$ cat src/rtl/core/assert_macros.svh
// ----------------------------------------------------------------------------
// Assertion macros
// Shared concurrent assertion shorthands for the date adder RTL.
// ----------------------------------------------------------------------------
`ifndef ASSERT_MACROS_SVH
`define ASSERT_MACROS_SVH

// Check a property on every rising clock edge outside of reset.
`define GDAD_ASSERT(label, clk, rst, prop, msg) \
  label: assert property (@(posedge clk) disable iff (rst) prop) else $error(msg);

// Check that a condition never holds on a rising clock edge outside of reset.
`define GDAD_ASSERT_NEVER(label, clk, rst, cond, msg) \
  label: assert property (@(posedge clk) disable iff (rst) !(cond)) else $error(msg);

`endif

$ cat src/rtl/core/gdad_pkg.sv
// ----------------------------------------------------------------------------
// gdad_pkg
// Types, constants and calendar helpers shared by the date adder modules.
// ----------------------------------------------------------------------------
package gdad_pkg;

  localparam int YEAR_W  = 14;
  localparam int MONTH_W = 4;
  localparam int DAY_W   = 5;
  localparam int YMOD_W  = 9;

  localparam int DEF_DAY_COUNT_WIDTH = 20;

  // 146097 days make exactly 400 Gregorian years
  localparam int unsigned CYCLE_DAYS   = 146097;
  localparam int unsigned CYCLE_YEARS  = 400;
  localparam int unsigned YEAR_LIMIT   = 9999;
  localparam int          CYCLE_DAYS_W = $clog2(CYCLE_DAYS + 1);

  localparam logic [MONTH_W-1:0] JANUARY  = 4'd1;
  localparam logic [MONTH_W-1:0] FEBRUARY = 4'd2;
  localparam logic [MONTH_W-1:0] DECEMBER = 4'd12;

  localparam logic [DAY_W-1:0] LEAP_FEB_LEN = 5'd29;

  localparam logic [DAY_W-1:0] MONTH_LEN [13] = '{
    5'd0, 5'd31, 5'd28, 5'd31, 5'd30, 5'd31, 5'd30,
    5'd31, 5'd31, 5'd30, 5'd31, 5'd30, 5'd31
  };

  // Commands from the controller to the datapath
  typedef struct packed {
    logic load;
    logic reduce_step;
    logic clamp;
    logic cycle_step;
    logic month_step;
    logic publish;
  } gdad_cmd_t;

  // Status from the datapath to the controller
  typedef struct packed {
    logic ymod_big;
    logic left_big;
    logic month_last;
  } gdad_status_t;

  // Leap rule on the year taken modulo 400
  function automatic logic is_leap(input logic [YMOD_W-1:0] ymod);
    is_leap = (ymod == 9'd0) ||
              ((ymod[1:0] == 2'b00) && (ymod != 9'd100) &&
               (ymod != 9'd200) && (ymod != 9'd300));
  endfunction

  function automatic logic [DAY_W-1:0] days_in(input logic [MONTH_W-1:0] mo,
                                               input logic leap);
    if (mo > DECEMBER) begin
      days_in = '0;
    end else if (mo == FEBRUARY && leap) begin
      days_in = LEAP_FEB_LEN;
    end else begin
      days_in = MONTH_LEN[mo];
    end
  endfunction

endpackage

$ cat src/rtl/core/gregorian_date_add_days.sv
// ----------------------------------------------------------------------------
// gregorian_date_add_days
// Adds a day count to a Gregorian date, stepping whole 400-year cycles and
// then single months, and flags a result year above 9999.
// ----------------------------------------------------------------------------
//
//   Channel  Handshake            Payload
//   -------  -------------------  ----------------------------------------------
//   in       in_valid / in_stall  start_year, start_month, start_day, days_to_add
//   out      out_valid/out_stall  result_year, result_month, result_day,
//                                 year_overflow
//
// Per request: load, reduce start_year by 400 until the residue is below 400, clamp
// the day, remove whole 146097-day cycles, step one month per month crossed and one
// for the last month, then publish. The month loop takes the longest.
// Reset (rst, synchronous) clears the sequencer and the result valid flag.
// A stalled result sits in the output register; the next request is taken
// meanwhile and holds at publish until the register frees up.
//
module gregorian_date_add_days #(
  parameter int DAY_COUNT_WIDTH = gdad_pkg::DEF_DAY_COUNT_WIDTH
) (
  input  logic                        clk,
  input  logic                        rst,
  // request channel
  input  logic                        in_valid,
  output logic                        in_stall,
  input  logic [gdad_pkg::YEAR_W-1:0]  start_year,
  input  logic [gdad_pkg::MONTH_W-1:0] start_month,
  input  logic [gdad_pkg::DAY_W-1:0]   start_day,
  input  logic [DAY_COUNT_WIDTH-1:0]  days_to_add,
  // result channel
  output logic                        out_valid,
  input  logic                        out_stall,
  output logic [gdad_pkg::YEAR_W-1:0]  result_year,
  output logic [gdad_pkg::MONTH_W-1:0] result_month,
  output logic [gdad_pkg::DAY_W-1:0]   result_day,
  output logic                        year_overflow
);
  import gdad_pkg::*;

  gdad_cmd_t    cmd;
  gdad_status_t status;

  // Sequencer: load, reduce year residue, remove whole cycles, step months,
  // hand the date to the output register.
  gdad_ctrl u_ctrl (
    .clk       (clk),
    .rst       (rst),
    .in_valid  (in_valid),
    .in_stall  (in_stall),
    .out_valid (out_valid),
    .out_stall (out_stall),
    .cmd       (cmd),
    .status    (status)
  );

  // Datapath: working date, remaining count, year mod 400 for the leap
  // rule, and the result register that parts the two channels.
  gdad_dpath #(
    .DAY_COUNT_WIDTH (DAY_COUNT_WIDTH)
  ) u_dpath (
    .clk           (clk),
    .rst           (rst),
    .cmd           (cmd),
    .status        (status),
    .start_year    (start_year),
    .start_month   (start_month),
    .start_day     (start_day),
    .days_to_add   (days_to_add),
    .result_year   (result_year),
    .result_month  (result_month),
    .result_day    (result_day),
    .year_overflow (year_overflow)
  );

endmodule

$ cat src/rtl/core/gdad_dpath.sv
// ----------------------------------------------------------------------------
// gdad_dpath
// Date registers, whole-cycle and month stepping, result register.
// ----------------------------------------------------------------------------
`include "assert_macros.svh"

module gdad_dpath #(
  parameter int DAY_COUNT_WIDTH = gdad_pkg::DEF_DAY_COUNT_WIDTH
) (
  input  logic                        clk,
  input  logic                        rst,
  input  gdad_pkg::gdad_cmd_t         cmd,
  output gdad_pkg::gdad_status_t      status,
  input  logic [gdad_pkg::YEAR_W-1:0]  start_year,
  input  logic [gdad_pkg::MONTH_W-1:0] start_month,
  input  logic [gdad_pkg::DAY_W-1:0]   start_day,
  input  logic [DAY_COUNT_WIDTH-1:0]  days_to_add,
  output logic [gdad_pkg::YEAR_W-1:0]  result_year,
  output logic [gdad_pkg::MONTH_W-1:0] result_month,
  output logic [gdad_pkg::DAY_W-1:0]   result_day,
  output logic                        year_overflow
);
  import gdad_pkg::*;

  // Largest year reachable: top start year, whole cycles, one more cycle of months
  localparam longint unsigned MAX_YEAR = (64'd1 << YEAR_W) - 64'd1 +
    64'(CYCLE_YEARS) * ((64'd1 << DAY_COUNT_WIDTH) / 64'(CYCLE_DAYS)) +
    64'(CYCLE_YEARS) + 64'd1;
  localparam int YW = $clog2(MAX_YEAR + 64'd1);
  localparam int LW = (DAY_COUNT_WIDTH > CYCLE_DAYS_W) ? DAY_COUNT_WIDTH : CYCLE_DAYS_W;

  logic [YW-1:0]              yr;
  logic [YEAR_W-1:0]          ymod;
  logic [MONTH_W-1:0]         mo;
  logic [DAY_W-1:0]           dy;
  logic [DAY_COUNT_WIDTH-1:0] left;

  logic                       leap;
  logic [DAY_W-1:0]           len;
  logic [DAY_W-1:0]           rest;
  logic [DAY_COUNT_WIDTH-1:0] step_len;

  assign leap     = is_leap(ymod[YMOD_W-1:0]);
  assign len      = days_in(mo, leap);
  assign rest     = len - dy;
  assign step_len = DAY_COUNT_WIDTH'(rest) + DAY_COUNT_WIDTH'(1);

  assign status.ymod_big   = ymod >= YEAR_W'(CYCLE_YEARS);
  assign status.left_big   = LW'(left) >= LW'(CYCLE_DAYS);
  assign status.month_last = left <= DAY_COUNT_WIDTH'(rest);

  always_ff @(posedge clk) begin
    if (cmd.load) begin
      yr   <= YW'(start_year);
      ymod <= start_year;
      mo   <= (start_month == '0 || start_month > DECEMBER) ? JANUARY : start_month;
      dy   <= (start_day == '0) ? DAY_W'(1) : start_day;
      left <= days_to_add;
    end
    if (cmd.reduce_step) begin
      ymod <= ymod - YEAR_W'(CYCLE_YEARS);
    end
    if (cmd.clamp && dy > len) begin
      dy <= len;
    end
    if (cmd.cycle_step) begin
      left <= DAY_COUNT_WIDTH'(LW'(left) - LW'(CYCLE_DAYS));
      yr   <= yr + YW'(CYCLE_YEARS);
    end
    if (cmd.month_step) begin
      if (status.month_last) begin
        dy   <= dy + left[DAY_W-1:0];
        left <= '0;
      end else begin
        left <= left - step_len;
        dy   <= DAY_W'(1);
        if (mo == DECEMBER) begin
          mo   <= JANUARY;
          yr   <= yr + YW'(1);
          ymod <= (ymod == YEAR_W'(CYCLE_YEARS - 1)) ? '0 : ymod + YEAR_W'(1);
        end else begin
          mo <= mo + MONTH_W'(1);
        end
      end
    end
    if (cmd.publish) begin
      result_year   <= yr[YEAR_W-1:0];
      result_month  <= mo;
      result_day    <= dy;
      year_overflow <= yr > YW'(YEAR_LIMIT);
    end
  end

  `GDAD_ASSERT(a_month_in_range, clk, rst, cmd.month_step |-> (mo >= JANUARY && mo <= DECEMBER && dy >= DAY_W'(1) && dy <= len), "month step on an invalid date")
  `GDAD_ASSERT(a_cycles_first, clk, rst, cmd.month_step |-> !status.left_big, "month step before whole cycles removed")
  `GDAD_ASSERT(a_reduce_first, clk, rst, (cmd.cycle_step || cmd.month_step) |-> !status.ymod_big, "year residue not reduced before stepping")

endmodule

$ cat src/rtl/core/gdad_ctrl.sv
// ----------------------------------------------------------------------------
// gdad_ctrl
// Sequencer for the date adder: phases, request handshake, result valid.
// ----------------------------------------------------------------------------
`include "assert_macros.svh"

module gdad_ctrl (
  input  logic                   clk,
  input  logic                   rst,
  input  logic                   in_valid,
  output logic                   in_stall,
  output logic                   out_valid,
  input  logic                   out_stall,
  output gdad_pkg::gdad_cmd_t    cmd,
  input  gdad_pkg::gdad_status_t status
);
  import gdad_pkg::*;

  localparam logic [2:0] S_IDLE    = 3'd0;
  localparam logic [2:0] S_REDUCE  = 3'd1;
  localparam logic [2:0] S_CYCLE   = 3'd2;
  localparam logic [2:0] S_MONTH   = 3'd3;
  localparam logic [2:0] S_PUBLISH = 3'd4;

  logic [2:0] state;
  logic [2:0] state_next;
  logic       out_free;

  assign in_stall = (state != S_IDLE);
  assign out_free = !out_valid || !out_stall;

  always_comb begin
    cmd        = '0;
    state_next = state;
    unique case (state)
      S_IDLE: begin
        if (in_valid) begin
          cmd.load   = 1'b1;
          state_next = S_REDUCE;
        end
      end
      S_REDUCE: begin
        if (status.ymod_big) begin
          cmd.reduce_step = 1'b1;
        end else begin
          cmd.clamp  = 1'b1;
          state_next = S_CYCLE;
        end
      end
      S_CYCLE: begin
        if (status.left_big) begin
          cmd.cycle_step = 1'b1;
        end else begin
          state_next = S_MONTH;
        end
      end
      S_MONTH: begin
        cmd.month_step = 1'b1;
        if (status.month_last) begin
          state_next = S_PUBLISH;
        end
      end
      S_PUBLISH: begin
        if (out_free) begin
          cmd.publish = 1'b1;
          state_next  = S_IDLE;
        end
      end
      default: begin
        state_next = S_IDLE;
      end
    endcase
  end

  always_ff @(posedge clk) begin
    if (rst) begin
      state     <= S_IDLE;
      out_valid <= 1'b0;
    end else begin
      state <= state_next;
      if (cmd.publish) begin
        out_valid <= 1'b1;
      end else if (!out_stall) begin
        out_valid <= 1'b0;
      end
    end
  end

  `GDAD_ASSERT_NEVER(a_no_overwrite, clk, rst, cmd.publish && out_valid && out_stall, "result overwritten while stalled")
  `GDAD_ASSERT(a_publish_shows, clk, rst, cmd.publish |=> out_valid, "published result not presented")
  `GDAD_ASSERT(a_one_cmd, clk, rst, $countones(cmd) <= 1, "more than one datapath command")

endmodule

$ cat config.mk
export PLATFORM = sky130hd
export DESIGN_NAME = gregorian_date_add_days
export DESIGN_NICKNAME = d
export VERILOG_FILES = /design/src/rtl/core/gdad_pkg.sv /design/src/rtl/core/gregorian_date_add_days.sv /design/src/rtl/core/gdad_dpath.sv /design/src/rtl/core/gdad_ctrl.sv
export VERILOG_INCLUDE_DIRS = /design/src /design/src/rtl/core
export SDC_FILE = /design/constraint.sdc
export NUM_CORES = 1
export LEC_CHECK = 0
export BUFFER_PORTS_ARGS = -buffer_cell sky130_fd_sc_hd__buf_2
export CORE_MARGIN = 1.5
export CORE_UTILIZATION = 50
export CTS_CLUSTER_DIAMETER = 30
export DETAILED_ROUTE_END_ITERATION = 10
export HOLD_SLACK_MARGIN = 0.05
export PLACE_DENSITY_LB_ADDON = 0.12
export SETUP_SLACK_MARGIN = 0.3
export SYNTH_ARGS = -nofsm -noshare
export SYNTH_HDL_FRONTEND = slang
export SYNTH_SLANG_ARGS = --single-unit
$ cat constraint.sdc
create_clock -name clk -period 5 [get_ports clk]
set_clock_uncertainty 0.15 [all_clocks]
set_input_delay 0 -clock clk [delete_from_list [all_inputs] [get_ports clk]]
set_output_delay 0 -clock clk [all_outputs]
set_load 0.05 [all_outputs]
==> qor.csv <==
metric,value,unit
global-route met3 utilization,0.0269,
Filler Cell Count,1019,
initial DRC count,467,
Post-DP HPWL,11.8,mm
Post-synth EDFFs,49,
Post-Syn Area,6250,um2
CP startpoint kind,flop,
die area,13200,um2
max frequency,0.213,GHz
"Clk pin slew, worst setup/hold paths",70,ps
synthesized flop and latch total,86,
post-synthesis instance total,714,
leakage power,3.09,nW
Most used DFF post-synth,edfxtp_1,
switching pwr,0.00108,W
fin cells,1002,
vias per inst,5.91,
PortBufs,72,
"Hold Vio Cnt, Final",0,
NumNets Final,917,
TritonCTS buffer count,9,
Starting Density,0.516,
CP Class,reg2reg,
unique cell type count in the Yosys netlist,72,
Row Count,40,
Min-Delay Path Class,in2reg,
Sw Share,0.379,
syn avg cell area,8.75,um2
Final period util,0.937,
"commonest cells after routing, fill and taps aside","72 x buf_2, 67 x nor2_1, 49 x edfxtp_1",
RSZ-0062 raised after global routing,yes,
Relative slew margins,0.381,
Ys Warns,0,
"Cell Chain, Critical Path",inv_4 > ha_4 > nor4bb_4 > a41oi_2 > o311ai_4 > nor3b_2 > a311o_1 > ha_2 > inv_2 > fa_2 > a21o_1 > a21oi_2 > xnor2_2 > inv_2 > xnor2_2 > ha_1 > or3_4 > o21ai_4 > a21oi_4 > nor3_2 > xnor2_1 > o221ai_1,
peak supply drop,175,uV
GR Layer Usage met2,0.401,
Critical Path RT,4910,ps
Logic pwr share,0.421,
Clk pwr share,0.228,
Flop pwr share,0.351,
total iterations of the first detailed-routing run,5,
"commonest non-fill, non-tap cell in the layout",buf_2,
grt ovf,0,
Inserted Diodes,0,
Int Pwr,0.00178,W
post-layout util,0.654,
"delay-heaviest family, CP",compound AO/OA/AOI/OAI gates,
Slew @ Worst Pin,924,ps
Final Setup Violations,0,
core area,12100,um2
clk root buf,clkbuf_16,
Overall Global Routing Usage,0.258,
TritonCTS clock tree,built,
crit-path max cell delay,410,ps
first-pass GRT wire length,27.0,mm
Min Hold Slack,67.9,ps
Max-Cap Viols,0,
Final Critical Period,4690,ps
ys async rst share,0,
largest net degree at the start of global routing,29,
Die Wd,115,um
sequential cell area fraction in the yosys report,0.354,
Slew Limit Fails,0,
PwrDens,361,nW/um2
status,finished clean,
antenna violations before repair,0,
htree depth,3,
met1 usage,0.369,
setup TNS,0,ps
Max Root-Sink Buffers,2,
placed insts,920,
I/O pin count,73,
GPL Wtd Cong,0.891,
Critical Path Sink Type,flop,
"Area growth, synth to finish",26.7,%
vias in the first global route,5522,
"Clk Latency, worst-skew pair",350,ps
WP data arrival,4590,ps
r2r setup slk,310,ps
GRT busiest layer,met2,
CTS Sinks,86,
slowest CP cell,fa_2,
Die Y,115,um
mean routed wirelength per cell,17.2,um
DR DRC count,0,
Synth Net Count,802,
layout cells sized above 1,0.234,
Buf/Inv on CP,3,
total wire length,17.3,mm
post-route ant nets,0,
CP Max Fanout,7,
vias,5925,
## worst register-to-register path, stage by stage, from the launching register on
cell and delay [ps]:
dfxtp_4 360, inv_4 70, ha_4 120, nor4bb_4 200
a41oi_2 80, o311ai_4 290, nor3b_2 210, a311o_1 150
ha_2 180, inv_2 40, fa_2 410, a21o_1 180
a21oi_2 160, xnor2_2 140, inv_2 90, xnor2_2 210
ha_1 300, or3_4 360, o21ai_4 80, a21oi_4 90
nor3_2 230, xnor2_1 150, o221ai_1 120
## routing by layer
metal  vias to the layer above  share of wire
met5                         -              0
met4                         0          0.024
li1                       2865              -
met1                      2821           0.47
met3                        32          0.054
met2                       207           0.46
## layout make-up
cell class                      count  area (um2)  area share
Clock buffer                        9         225      0.0284
Inverter                           31         119      0.0150
Sequential cell                    86        2220       0.281
Clock inverter                      7        56.3     0.00711
Timing Repair Buffer              153        1130       0.142
Multi-Input combinational cell    548        3960       0.500
Tap cell                          168         210      0.0265
## registers in the layout, indices dropped and copies added, names as in the netlist
signal	cells
u_ctrl.out_valid	1
u_dpath.left	20
u_ctrl.state	3
u_dpath.result_day	5
u_dpath.ymod	14
u_dpath.result_year	14
u_dpath.mo	4
u_dpath.dy	5
u_dpath.result_month	4
u_dpath.yr	15
u_dpath.year_overflow	1
## worst paths after layout
| path | from | to | depth (start not counted) |
|---|---|---|---|
| setup reg to reg | u_dpath.ymod[4]$_DFF_P_ | u_dpath.left[17]$_DFFE_PP_ | 22 |
| hold reg to reg | u_dpath.yr[14]$_DFF_P_ | u_dpath.yr[14]$_DFF_P_ | 1 |
| hold / removal | in_valid | u_dpath.yr[1]$_DFF_P_ | 4 |
| setup / recovery | u_dpath.ymod[4]$_DFF_P_ | u_dpath.left[17]$_DFFE_PP_ | 22 |
## Yosys cell counts, types with 10 or more instances
master	instances	share of area
o211ai_1	11	0.013
nor2_1	68	0.041
nor3_1	27	0.022
mux2i_1	12	0.019
dfxtp_1	37	0.12
a21oi_1	42	0.034
and3_1	10	0.010
inv_1	31	0.019
or2_2	10	0.010
nand2_1	39	0.023
xnor2_1	35	0.049
clkbuf_1	37	0.022
xor2_1	14	0.020
o22ai_1	20	0.020
nand3_1	33	0.026
edfxtp_1	49	0.24
ha_1	38	0.076
o31ai_1	10	0.012
o21ai_0	36	0.029
## through the flow
step / setup WS (ps) / area [um2] / total power (W)
after floorplan: 303 / 6270 / 0.00171
after global placement: 157 / 6740 / 0.00191
after detailed placement: -24.2 / 6740 / 0.00194
after CTS: 317 / 7630 / 0.00270
after global routing: 141 / 7920 / 0.00302
final: 314 / 7920 / 0.00286
## kinds of logic after synthesis
kind of cell    share of synthesized area
mux                                0.0246
buf+inv                            0.0574
xor+xnor                           0.0687
flops                               0.354
compound gates                      0.207
simple gates                        0.202
fa+ha+maj                          0.0857
## repair_timing
action,CTS,global route
pin swaps,7,14
endpoints found under the hold margin,60,0
setup buffers,9,9
hold buffers,47,0
gates cloned,0,1
setup endpoints to repair,34,48
gates resized for setup,19,43
## power by group through the flow
stage | logic (W) | clock network, W | registers [W]
after CTS | 0.00105 | 0.000662 | 0.000989
after detailed placement | 0.000941 | 0 | 0.00100
after global placement | 0.000914 | 0 | 0.000994
after floorplan | 0.000786 | 0 | 0.000927
after global routing | 0.00132 | 0.000686 | 0.00102
final | 0.00120 | 0.000652 | 0.00100
No activity file was read; power rests on OpenSTA's default activity.
